$ cat src/sv/mrsp_pkg.sv
package mrsp_pkg;

  // Varint value width; bits above it are dropped while a varint is collected.
  localparam int VALUE_BITS = 32;
  // Width of references, line numbers and the string count.
  localparam int REF_W = 32;
  // Number of varint bytes that can still contribute data bits.
  localparam int VARINT_BYTES = (VALUE_BITS + 6) / 7;
  localparam int IDX_W = $clog2(VARINT_BYTES + 1);
  localparam int SHAMT_W = $clog2(VARINT_BYTES * 7 + 1);

  localparam int KIND_W = 4;
  localparam int APB_AW = 3;
  localparam int APB_DW = 32;

  // Register index of the format mode register.
  localparam logic REG_COMPAT = 1'b0;

  // Record type bytes.
  localparam logic [7:0] RT_STRING    = 8'd1;
  localparam logic [7:0] RT_FUNCTION  = 8'd2;
  localparam logic [7:0] RT_BLOCK     = 8'd3;
  localparam logic [7:0] RT_INSTR     = 8'd4;
  localparam logic [7:0] RT_LINE      = 8'd5;
  localparam logic [7:0] RT_CANDIDATE = 8'd6;
  localparam logic [7:0] RT_INJECTED  = 8'd7;
  localparam logic [7:0] RT_MODULE    = 8'd8;

  // Event codes.
  localparam logic [KIND_W-1:0] EV_FUNCTION  = 4'd0;
  localparam logic [KIND_W-1:0] EV_BLOCK     = 4'd1;
  localparam logic [KIND_W-1:0] EV_INSTR     = 4'd2;
  localparam logic [KIND_W-1:0] EV_LINE      = 4'd3;
  localparam logic [KIND_W-1:0] EV_CANDIDATE = 4'd4;
  localparam logic [KIND_W-1:0] EV_INJECTED  = 4'd5;
  localparam logic [KIND_W-1:0] EV_MODULE    = 4'd6;
  localparam logic [KIND_W-1:0] EV_DONE      = 4'd7;
  localparam logic [KIND_W-1:0] EV_BAD_TYPE  = 4'd8;
  localparam logic [KIND_W-1:0] EV_BAD_REF   = 4'd9;
  localparam logic [KIND_W-1:0] EV_TRUNCATED = 4'd10;

  // Control from the parser to the varint collector.
  typedef struct packed {
    logic take;
    logic clear;
  } varint_ctl_t;

  // Status from the varint collector: value including the current byte.
  typedef struct packed {
    logic             last;
    logic [REF_W-1:0] value;
  } varint_sts_t;

  // One event produced by the parser for the current byte.
  typedef struct packed {
    logic              valid;
    logic [KIND_W-1:0] kind;
    logic [REF_W-1:0]  first_ref;
    logic [REF_W-1:0]  second_value;
    logic              second_valid;
  } event_t;

endpackage

$ cat src/sv/mrsp_cfg_regs.sv
module mrsp_cfg_regs
  import mrsp_pkg::*;
(
  input  logic              clk,
  input  logic              rst_n,
  input  logic              psel,
  input  logic              penable,
  input  logic              pwrite,
  input  logic [APB_AW-1:0] paddr,
  input  logic [APB_DW-1:0] pwdata,
  output logic [APB_DW-1:0] prdata,
  output logic              pready,
  output logic              compat_mode
);

  logic compat_r;
  logic compat_nxt;
  logic reg_hit;

  // Register index sits above the byte offset.
  assign reg_hit = (paddr[APB_AW-1] == REG_COMPAT);
  assign pready  = 1'b1;

  // A write lands in the access phase of a write request.
  always_comb begin
    compat_nxt = compat_r;
    if (psel && penable && pwrite && pready && reg_hit) begin
      compat_nxt = pwdata[0];
    end
  end

  always_ff @(posedge clk) begin
    if (!rst_n) begin
      compat_r <= 1'b0;
    end else begin
      compat_r <= compat_nxt;
    end
  end

  assign prdata      = reg_hit ? {{(APB_DW-1){1'b0}}, compat_r} : '0;
  assign compat_mode = compat_r;

endmodule

$ cat src/sv/mrsp_varint.sv
module mrsp_varint
  import mrsp_pkg::*;
(
  input  logic        clk,
  input  logic        rst_n,
  input  varint_ctl_t ctl,
  input  logic [7:0]  data_byte,
  output varint_sts_t sts
);

  logic [VALUE_BITS-1:0] accum_r;
  logic [VALUE_BITS-1:0] accum_nxt;
  logic [IDX_W-1:0]      idx_r;
  logic [IDX_W-1:0]      idx_nxt;
  logic [SHAMT_W-1:0]    shamt;
  logic [VALUE_BITS-1:0] merged;

  // Seven data bits per byte, placed at the byte's position while it still fits.
  assign shamt = SHAMT_W'(idx_r) * SHAMT_W'(7);

  always_comb begin
    merged = accum_r;
    if (idx_r < IDX_W'(VARINT_BYTES)) begin
      merged = accum_r | (VALUE_BITS'(data_byte[6:0]) << shamt);
    end
  end

  assign sts.last  = ~data_byte[7];
  assign sts.value = REF_W'(merged);

  // Completion or an explicit clear starts the next varint afresh.
  always_comb begin
    accum_nxt = accum_r;
    idx_nxt   = idx_r;
    if (ctl.clear) begin
      accum_nxt = '0;
      idx_nxt   = '0;
    end else if (ctl.take) begin
      if (sts.last) begin
        accum_nxt = '0;
        idx_nxt   = '0;
      end else begin
        accum_nxt = merged;
        if (idx_r < IDX_W'(VARINT_BYTES)) begin
          idx_nxt = idx_r + IDX_W'(1);
        end
      end
    end
  end

  always_ff @(posedge clk) begin
    if (!rst_n) begin
      accum_r <= '0;
      idx_r   <= '0;
    end else begin
      accum_r <= accum_nxt;
      idx_r   <= idx_nxt;
    end
  end

endmodule

$ cat src/sv/mrsp_parser.sv
module mrsp_parser
  import mrsp_pkg::*;
(
  input  logic        clk,
  input  logic        rst_n,
  input  logic        fire,
  input  logic [7:0]  data_byte,
  input  logic        end_of_file,
  input  logic        compat_mode,
  input  varint_sts_t vsts,
  output varint_ctl_t vctl,
  output event_t      ev
);

  localparam logic [1:0] PH_TYPE   = 2'd0;
  localparam logic [1:0] PH_STRING = 2'd1;
  localparam logic [1:0] PH_FIELD1 = 2'd2;
  localparam logic [1:0] PH_FIELD2 = 2'd3;

  logic [1:0]       phase_r,  phase_nxt;
  logic [3:0]       rtype_r,  rtype_nxt;
  logic [REF_W-1:0] held_r,   held_nxt;
  logic [REF_W-1:0] count_r,  count_nxt;
  logic             halted_r, halted_nxt;
  logic             ref_bad;

  assign ref_bad = (vsts.value >= count_r);

  // Per-byte decode: next parse state and at most one event.
  always_comb begin
    phase_nxt  = phase_r;
    rtype_nxt  = rtype_r;
    held_nxt   = held_r;
    count_nxt  = count_r;
    halted_nxt = halted_r;
    vctl       = '0;
    ev         = '0;
    if (fire && !halted_r) begin
      if (end_of_file) begin
        halted_nxt = 1'b1;
        ev.valid   = 1'b1;
        ev.kind    = (phase_r == PH_TYPE) ? EV_DONE : EV_TRUNCATED;
        phase_nxt  = PH_TYPE;
      end else begin
        case (phase_r)
          PH_TYPE: begin
            vctl.clear = 1'b1;
            if (data_byte == RT_STRING) begin
              rtype_nxt = data_byte[3:0];
              phase_nxt = PH_STRING;
            end else if (data_byte == RT_BLOCK) begin
              ev.valid = 1'b1;
              ev.kind  = EV_BLOCK;
            end else if (data_byte == RT_INSTR) begin
              ev.valid = 1'b1;
              ev.kind  = EV_INSTR;
            end else if (data_byte == RT_FUNCTION || data_byte == RT_LINE ||
                         data_byte == RT_CANDIDATE || data_byte == RT_INJECTED ||
                         data_byte == RT_MODULE) begin
              rtype_nxt = data_byte[3:0];
              phase_nxt = PH_FIELD1;
            end else begin
              halted_nxt = 1'b1;
              ev.valid   = 1'b1;
              ev.kind    = EV_BAD_TYPE;
            end
          end
          PH_STRING: begin
            if (data_byte == 8'd0) begin
              if (count_r != {REF_W{1'b1}}) begin
                count_nxt = count_r + REF_W'(1);
              end
              phase_nxt = PH_TYPE;
            end
          end
          PH_FIELD1: begin
            vctl.take = 1'b1;
            if (vsts.last) begin
              if (ref_bad) begin
                halted_nxt   = 1'b1;
                phase_nxt    = PH_TYPE;
                ev.valid     = 1'b1;
                ev.kind      = EV_BAD_REF;
                ev.first_ref = vsts.value;
              end else if (rtype_r == RT_FUNCTION[3:0] || rtype_r == RT_LINE[3:0]) begin
                held_nxt  = vsts.value;
                phase_nxt = PH_FIELD2;
              end else begin
                phase_nxt    = PH_TYPE;
                ev.valid     = 1'b1;
                ev.first_ref = vsts.value;
                if (rtype_r == RT_CANDIDATE[3:0]) begin
                  ev.kind = EV_CANDIDATE;
                end else if (rtype_r == RT_INJECTED[3:0]) begin
                  ev.kind = EV_INJECTED;
                end else begin
                  ev.kind = EV_MODULE;
                end
              end
            end
          end
          default: begin
            vctl.take = 1'b1;
            if (vsts.last) begin
              phase_nxt = PH_TYPE;
              ev.valid  = 1'b1;
              if (rtype_r == RT_LINE[3:0]) begin
                ev.kind         = EV_LINE;
                ev.first_ref    = held_r;
                ev.second_value = vsts.value;
                ev.second_valid = 1'b1;
              end else if (compat_mode) begin
                ev.kind      = EV_FUNCTION;
                ev.first_ref = held_r;
              end else if (ref_bad) begin
                halted_nxt   = 1'b1;
                ev.kind      = EV_BAD_REF;
                ev.first_ref = vsts.value;
              end else begin
                ev.kind         = EV_FUNCTION;
                ev.first_ref    = held_r;
                ev.second_value = vsts.value;
                ev.second_valid = 1'b1;
              end
            end
          end
        endcase
      end
    end
  end

  always_ff @(posedge clk) begin
    if (!rst_n) begin
      phase_r  <= PH_TYPE;
      rtype_r  <= '0;
      held_r   <= '0;
      count_r  <= '0;
      halted_r <= 1'b0;
    end else begin
      phase_r  <= phase_nxt;
      rtype_r  <= rtype_nxt;
      held_r   <= held_nxt;
      count_r  <= count_nxt;
      halted_r <= halted_nxt;
    end
  end

  // Done and every error event stop the parser.
  a_stop_after_final: assert property (@(posedge clk) disable iff (!rst_n)
    ev.valid && (ev.kind == EV_DONE || ev.kind == EV_BAD_TYPE ||
                 ev.kind == EV_BAD_REF || ev.kind == EV_TRUNCATED) |=> halted_r)
    else $error("parser did not halt after a final event");

  // A halted parser produces nothing.
  a_quiet_when_halted: assert property (@(posedge clk) disable iff (!rst_n)
    halted_r |-> !ev.valid && !vctl.take)
    else $error("event produced while halted");

  // The string count never goes down.
  a_count_monotonic: assert property (@(posedge clk) disable iff (!rst_n)
    $past(rst_n) |-> count_r >= $past(count_r))
    else $error("string count decreased");

  // Only function and line info records have a second field.
  a_field2_type: assert property (@(posedge clk) disable iff (!rst_n)
    phase_r == PH_FIELD2 |-> rtype_r == RT_FUNCTION[3:0] || rtype_r == RT_LINE[3:0])
    else $error("second field phase with wrong record type");

endmodule

$ cat src/sv/map_record_stream_parser.sv
// Map record stream parser.
// The input channel (in_valid/in_ready) carries one byte of a binary map file
// per request, or an end-of-file mark when in_end_of_file is high. The output
// channel (out_valid/out_ready) carries one event per completed record other
// than a string record, done at a clean end of file, or an error event, after
// which the block halts and silently consumes further requests until reset.
// Throughput is one byte per cycle unless the receiver stalls. A request
// passes an input register, is decoded against the parse state once the output
// register has room, and lands in the output register, from which its event is
// offered. The byte rate is set by the parse state update, which must settle
// before the next byte is decoded.
// When the receiver stalls, the output register holds its event and the input
// register holds one more byte; in_ready then drops until the event is taken.
// Synchronous reset empties both registers, returns the parser to waiting for
// a record type byte, clears the string count and selects the latest format.
// The compat_mode register (byte address 0 of the APB port) may only be
// written while no request is in flight.
module map_record_stream_parser
  import mrsp_pkg::*;
(
  input  logic              clk,
  input  logic              rst_n,
  input  logic              in_valid,
  output logic              in_ready,
  input  logic [7:0]        in_data_byte,
  input  logic              in_end_of_file,
  output logic              out_valid,
  input  logic              out_ready,
  output logic [KIND_W-1:0] out_event_kind,
  output logic [REF_W-1:0]  out_first_ref,
  output logic [REF_W-1:0]  out_second_value,
  output logic              out_second_valid,
  input  logic              psel,
  input  logic              penable,
  input  logic              pwrite,
  input  logic [APB_AW-1:0] paddr,
  input  logic [APB_DW-1:0] pwdata,
  output logic [APB_DW-1:0] prdata,
  output logic              pready
);

  logic        in_valid_r;
  logic [7:0]  in_byte_r;
  logic        in_eof_r;
  logic        fire;
  logic        compat_mode;
  varint_ctl_t vctl;
  varint_sts_t vsts;
  event_t      ev;
  event_t      out_r;
  logic        out_valid_r;

  // Decode the held byte once the output register has room.
  assign fire     = in_valid_r && (!out_valid_r || out_ready);
  assign in_ready = !in_valid_r || fire;

  // Input register.
  always_ff @(posedge clk) begin
    if (!rst_n) begin
      in_valid_r <= 1'b0;
    end else if (in_ready) begin
      in_valid_r <= in_valid;
    end
  end

  always_ff @(posedge clk) begin
    if (in_valid && in_ready) begin
      in_byte_r <= in_data_byte;
      in_eof_r  <= in_end_of_file;
    end
  end

  mrsp_cfg_regs u_cfg (
    .clk         (clk),
    .rst_n       (rst_n),
    .psel        (psel),
    .penable     (penable),
    .pwrite      (pwrite),
    .paddr       (paddr),
    .pwdata      (pwdata),
    .prdata      (prdata),
    .pready      (pready),
    .compat_mode (compat_mode)
  );

  mrsp_varint u_varint (
    .clk       (clk),
    .rst_n     (rst_n),
    .ctl       (vctl),
    .data_byte (in_byte_r),
    .sts       (vsts)
  );

  mrsp_parser u_parser (
    .clk         (clk),
    .rst_n       (rst_n),
    .fire        (fire),
    .data_byte   (in_byte_r),
    .end_of_file (in_eof_r),
    .compat_mode (compat_mode),
    .vsts        (vsts),
    .vctl        (vctl),
    .ev          (ev)
  );

  // Output register.
  always_ff @(posedge clk) begin
    if (!rst_n) begin
      out_valid_r <= 1'b0;
    end else if (fire) begin
      out_valid_r <= ev.valid;
    end else if (out_ready) begin
      out_valid_r <= 1'b0;
    end
  end

  always_ff @(posedge clk) begin
    if (fire && ev.valid) begin
      out_r <= ev;
    end
  end

  assign out_valid        = out_valid_r;
  assign out_event_kind   = out_r.kind;
  assign out_first_ref    = out_r.first_ref;
  assign out_second_value = out_r.second_value;
  assign out_second_valid = out_r.second_valid;

endmodule
$ cat config.mk
export PLATFORM = sky130hd
export DESIGN_NAME = map_record_stream_parser
export DESIGN_NICKNAME = d
export VERILOG_FILES = /design/src/sv/mrsp_pkg.sv /design/src/sv/mrsp_cfg_regs.sv /design/src/sv/mrsp_varint.sv /design/src/sv/mrsp_parser.sv /design/src/sv/map_record_stream_parser.sv
export SDC_FILE = /design/constraint.sdc
export NUM_CORES = 1
export LEC_CHECK = 0
export BUFFER_PORTS_ARGS = -buffer_cell sky130_fd_sc_hd__buf_2
export CAP_MARGIN = 20
export CELL_PAD_IN_SITES_DETAIL_PLACEMENT = 0
export CELL_PAD_IN_SITES_GLOBAL_PLACEMENT = 1
export CORE_MARGIN = 2
export CORE_UTILIZATION = 40
export CTS_BUF_LIST = sky130_fd_sc_hd__clkbuf_8
export DETAILED_ROUTE_END_ITERATION = 8
export PLACE_DENSITY_LB_ADDON = 0.3
export REMOVE_ABC_BUFFERS = 1
export SYNTH_ARGS = -nofsm -noshare
export SYNTH_HDL_FRONTEND = slang
export SYNTH_SLANG_ARGS = --single-unit
export TNS_END_PERCENT = 20
$ cat constraint.sdc
create_clock -name clk -period 8.4 [get_ports clk]
set_input_delay 2.52 -clock clk [delete_from_list [all_inputs] [get_ports clk]]
set_output_delay 2.52 -clock clk [all_outputs]
set_load 0.02 [all_outputs]
Word level (Yosys, flattened, before mapping):

Index checks and enable logic that the tools add are counted.

* register bits after elaboration: 187
* input bits: 51
* output and inout port bits: 104
* word-level logic and storage cells: 152

* add/subtract/negate cells: 2
* $mul: 1
* $lt $le $gt $ge: 2
* equal/unequal tests: 32
* shifts and indexed selects: 1
* muxes and demuxes: 59
* bitwise logic cells: 7
* reductions and logical operators: 32

Operators with widths (number)
* $mux 70: 2
* $mux 37: 3
* $mux 33: 3
* $mux 36: 2
* $mux 69: 1
* $mux 65: 1
* $mux 32: 2
* $pmux 32 s2: 1
* $add 32x1->32 const B: 1
* $eq 8x3->1 const B: 4
* $ge 32x32->1: 1
* $ne 32x32->1 const B: 1
* $or 32x32->32: 1
* $shl 7x6->32: 1
* $mux 2: 14
* $mux 5: 5
* $mux 4: 5
* $eq 8x2->1 const B: 2
* $mux 1: 15
* $ne 3x3->1 const B: 5
* $pmux 5 s3: 1
* $eq 4x3->1 const B: 3
* $ne 4x4->1 const B: 3
* $reduce_and 6->1: 2
* other kinds (32): 57

Depth between registers and ports, before layout:

* word-level depth: 13
* gate-level depth with buffers: 14
* depth with buffers taken out: 11

By module:

From an unflattened synthesis, not the netlist that was laid out.

* cells, all modules: 866
* area total of the unflattened synthesis: 9081.2 µm²

By module, submodules not included
* mrsp_parser: instances 1, cells each 562, area each 4684.5 µm², sequential area each 1421.4 µm²
* map_record_stream_parser: instances 1, cells each 91, area each 2454.9 µm², sequential area each 2382.3 µm²
* mrsp_varint: instances 1, cells each 173, area each 1626.6 µm², sequential area each 700.7 µm²
* mrsp_cfg_regs: instances 1, cells each 40, area each 315.3 µm², sequential area each 20.0 µm²

Worst setup path after synthesis:

Ideal clock, no wire load.

* path type: input to register
* from: input out_ready
* to: register out_r, in the netlist out_event_kind[0] (enable)
* setup time: 591 ps
* arrival: 7918 ps
* required time: 7809 ps
* slack: -109 ps
* cell stages on the path: 4
* path buffers: 0
* path through: nor2b_1 nor3b_2 nand2_1 o21ai_0

* word-level cells in the longest chain between the ends: 5

RTL lines
* from (decl): line map_record_stream_parser.sv:28 `input logic out_ready,`
* $logic_or 1x1->1 *: line map_record_stream_parser.sv:54 `assign fire = in_valid_r && (!out_valid_r || out_ready);`
* $logic_and 1x1->1 *: line map_record_stream_parser.sv:54
* $logic_and 1x1->1: line mrsp_parser.sv:38 `if (fire && !halted_r) begin`
* $mux 70: line mrsp_parser.sv:38
* $logic_and 1x1->1 *: line map_record_stream_parser.sv:118 `if (fire && ev.valid) begin`
* to (signal assigned): line map_record_stream_parser.sv:119 `out_r <= ev;`
* to (decl): line map_record_stream_parser.sv:50 `event_t out_r;`

Every way passes the cells marked *; elsewhere a longest branch is shown, timed or not.
A chain may end at the register's enable or synchronous reset.

Worst setup path after layout:

* from: input out_ready
* to: output in_ready

* word-level cells in the longest chain between the ends: 3

RTL lines
* $logic_or 1x1->1: line map_record_stream_parser.sv:54
* $logic_and 1x1->1: line map_record_stream_parser.sv:54
* $logic_or 1x1->1: line map_record_stream_parser.sv:55 `assign in_ready = !in_valid_r || fire;`
* to (decl): line map_record_stream_parser.sv:24 `output logic in_ready,`

No other way between the ends.

==> impl_results.md <==
* Crit path cell chain: buf_2 -> nor2b_1 -> nand2_1 -> buf_2
* Synth-to-layout area growth at 10.5%
* Antenna violation net count after detailed routing at 0
* Top FF cell, synth: dfxtp_1
* Mapped cell area at ~8800 sq um
* Status: completed
* GP Congestion at 0.791
* Wire length per cell at ~16 microns
* Hold Path End: u_parser.count_r[4]
* Setup slack, reg-to-reg at approximately 3.5 ns
* RSZ-0062 raised after global routing: false
* Post-Synth XOR/XNOR Area at roughly 2.9%
* I/O Buffers at between 80 and 90
* Net load switching power at between 400 and 500 uW
* Hold Fails Final Rpt at 0
* Hold_sp: u_parser.count_r[4]
* Number of remaining DRC errors at 0
* FF-to-FF path depth at 11
* Max-Cap Viols at 0
* Post-synth ARST share at 0%
* Crit end category: output port
* Clk_skew at ~0.013 ns
* Post-CTS setup buffers at 0
* Worst R2R End: out_first_ref[18]
* Starting density of the core at about two fifths
* Initial antenna violation count at 0
* Routed vias/inst at approximately 5.1
* Register Area at approximately 4500 sq um
* Flop pwr share at ~60%
* H-tree lvl count at 4
* Hold-fix buffers, CTS at 0
* Share of cells above drive strength 1 at 15.5%
* Synth Area per Inst at about 10 sq um
* Nets at 1045
* Worst r2r src: in_byte_r[2]
* Main combinational cell family by area after synthesis: simple AND/OR/NAND/NOR gates
* Later-pin clock latency in the skew report at approximately 0.46 ns
* Placed Cells at ~1200
* Non-filler cells, final at approximately 1300
* Power share of the clock group at roughly 34%
* Num CTS Buffers at 17
* First-pass GRT wire length at 33000 microns
* Clock sinks at 187
* DR iter-0 viols at about 370
* Largest net degree at the start of global routing at 55
* Placed Area at 9350 sq um
* Yosys warning count at 0
* Seq/Total Area, Yosys at approximately half
* CTS tree: built
* Drt first pass iters at 5
* I/O Pins at approximately 160
* Compound-Gate Fraction of Synth Area at between 10 and 15%
* Peak supply drop at roughly 0.00010 V
* Clock tree buffer depth at 2
* Dpl hpwl at about 14000 microns
* Internal at 1220 uW
* Vias in the first global route at 5955
* CP peak stage delay at 0.30 ns
* Hold path cells at 2
* Final setup fails at 0
* Comb pwr share at between 5 and 6%
* CP dominant cell by count: buf_2
* Cell Rows at 54
* Hold/Removal Path Class: flip-flop to flip-flop
* Tmin final at 5.72 ns
* Mux share of post-synthesis cell area at 0.684%
* Relative slew slack at 23.6%
* CORE AREA at 21700 sq um
* Number of flops mapped to enable cells by yosys at 78
* Die area at ~23000 sq um
* Simple-Gate Fraction of Synth Area at between 10% and 20%
* Ant diodes at 0
* Fill cells at between 2000 and 2500
* Pwr/cell area at about 170 nW/um^2
* Sum Neg Setup Slack at 0 ns
* Clock transition at path regs at approximately 0.090 ns
* Design area at 9700 sq um
* Netlist cell types at 65
* Adder-cell area share of the yosys netlist at ~4.8%
* Worst path slowest cell: nor2b_1
* CTS resizes at 0
* Grt ovf at 0
* Critical Path Source Type: input port
* Pwr Total at about 1600 uW
* Worst Path Required at roughly 5.9 ns
* Tightest Pin Transition at 1.14 ns
* Final period util at between 60% and 70%
* Area of the multi-input gates at 3690 sq um
* Leakage at between 0.003 and 0.004 uW
* Max Freq at 175 MHz
* Routed WL at slightly above 20000 microns
* Kind of critical path: input port to output port
* DR vias at 6382
* Clk root buf: clkbuf_8
* Max-slew violations at 0
* Chip height at around 150 microns
* Worst EP arrival at roughly 3.2 ns
* Global-route usage over all layers at between 10% and 20%
* Switch share at between 20 and 25%
* Worst Setup SP: out_ready
* Crit-path max FO at 5
* Die width at ~150 microns
* Synth Register Bits at ~190
* Mapped Cells at around 900
[per-layer routing]
layer	part of all wire, %	global-route usage (%)	vias up
met1	47	24.9	3017
li1	-	-	3197
met2	47	28.8	148
met5	0	0	-
met3	4.1	2.90	20
met4	1.5	5.25	0
[power by group through the flow]
stage	sequential (uW)	clock [uW]	combinational [uW]
floorplan	1010	0	42.7
global placement	998	0	92.6
detailed placement	997	0	92.9
CTS	977	578	93.1
global route	978	610	99.4
finish	976	558	92.2
[worst max path at each step]
stage,end,slack (ns),depth (start not counted)
after floorplan,out_event_kind[0],-0.11,4
after CTS,in_ready,2.66,4
after global placement,in_ready,2.65,4
after detailed placement,in_ready,2.67,4
after global routing,in_ready,2.57,4
final,in_ready,2.68,4
[critical path, delay by kind of cell]
kind | cells | cell delay [ns]
simple gates | 2 | 0.41
buf+inv | 2 | 0.27
[cell usage after synthesis (all sizes together), types with 14 or more instances]
cell type	count	share of area, %
nor2	139	5.9
dfxtp	109	25
edfxtp	78	27
inv	66	2.8
a21oi	50	2.9
buf	50	4.0
nand2	41	1.8
o21ai	35	2.0
ha	34	4.8
a22o	32	3.2
a211oi	31	2.7
nor3	31	2.0
xnor2	28	2.8
clkbuf	26	1.1
nand3	15	0.91
nor4	14	1.8
[through the flow]
step	setup WS [ns]	hold slack [ns]	utilization, %
3_3_place_gp	2.65	0.470	43.1
6_report	2.68	0.490	44.7
2_1_floorplan	-0.109	0.448	-
5_1_grt	2.57	0.506	44.7
3_5_place_dp	2.67	0.478	43.1
4_1_cts	2.66	0.491	44.7
[area by class of cell]
class,count,share of cell area [%]
clock buffers,18,2.55
clock inverters,13,1.08
inverters,66,2.55
multi-input cells,587,38.0
flip-flops and latches,187,46.7
well taps,280,3.61
repair buffers,101,5.52
[cells in the final DEF, fill, tap and decap left out, drive strengths merged, types with 8 or more instances in the layout]
master  synthesis  final
nor3           31     31
inv            66     69
ha             34     34
a21oi          50     50
nand4          12     12
clkbuf         26     18
xnor2          28     28
nand3          15     15
and2            8      8
nand2          41     41
nor2          139    139
buf            50    101
a22o           32     32
conb            2     32
dfxtp         109    109
o21ai          35     35
a211oi         31     31
nor4           14     14
nor2b           8      8
edfxtp         78     78
[state kept, by name, indices dropped and copies added, names as in the netlist]
signal / count
out_first_ref: 32
out_second_value: 32
u_parser.count_r: 32
u_parser.held_r: 32
u_varint.accum_r: 32
in_byte_r: 8
out_event_kind: 4
u_parser.rtype_r: 4
u_varint.idx_r: 3
u_parser.phase_r: 2
in_eof_r: 1
in_valid_r: 1
out_second_valid: 1
out_valid: 1
u_cfg.compat_mode: 1
u_parser.halted_r: 1
[cells by family (layout without fill, tap and decap cells)]
logic type / Yosys count / in the layout
XOR/XNOR: 29 / 29
other: 2 / 32
buffers and inverters: 142 / 198
adder cells (fa/ha/maj): 34 / 34
flip-flops: 187 / 187
AND/OR/NAND/NOR: 311 / 311
multiplexers: 6 / 6
AO/OA/AOI/OAI: 175 / 175
Power figures use the tool's default switching activity.
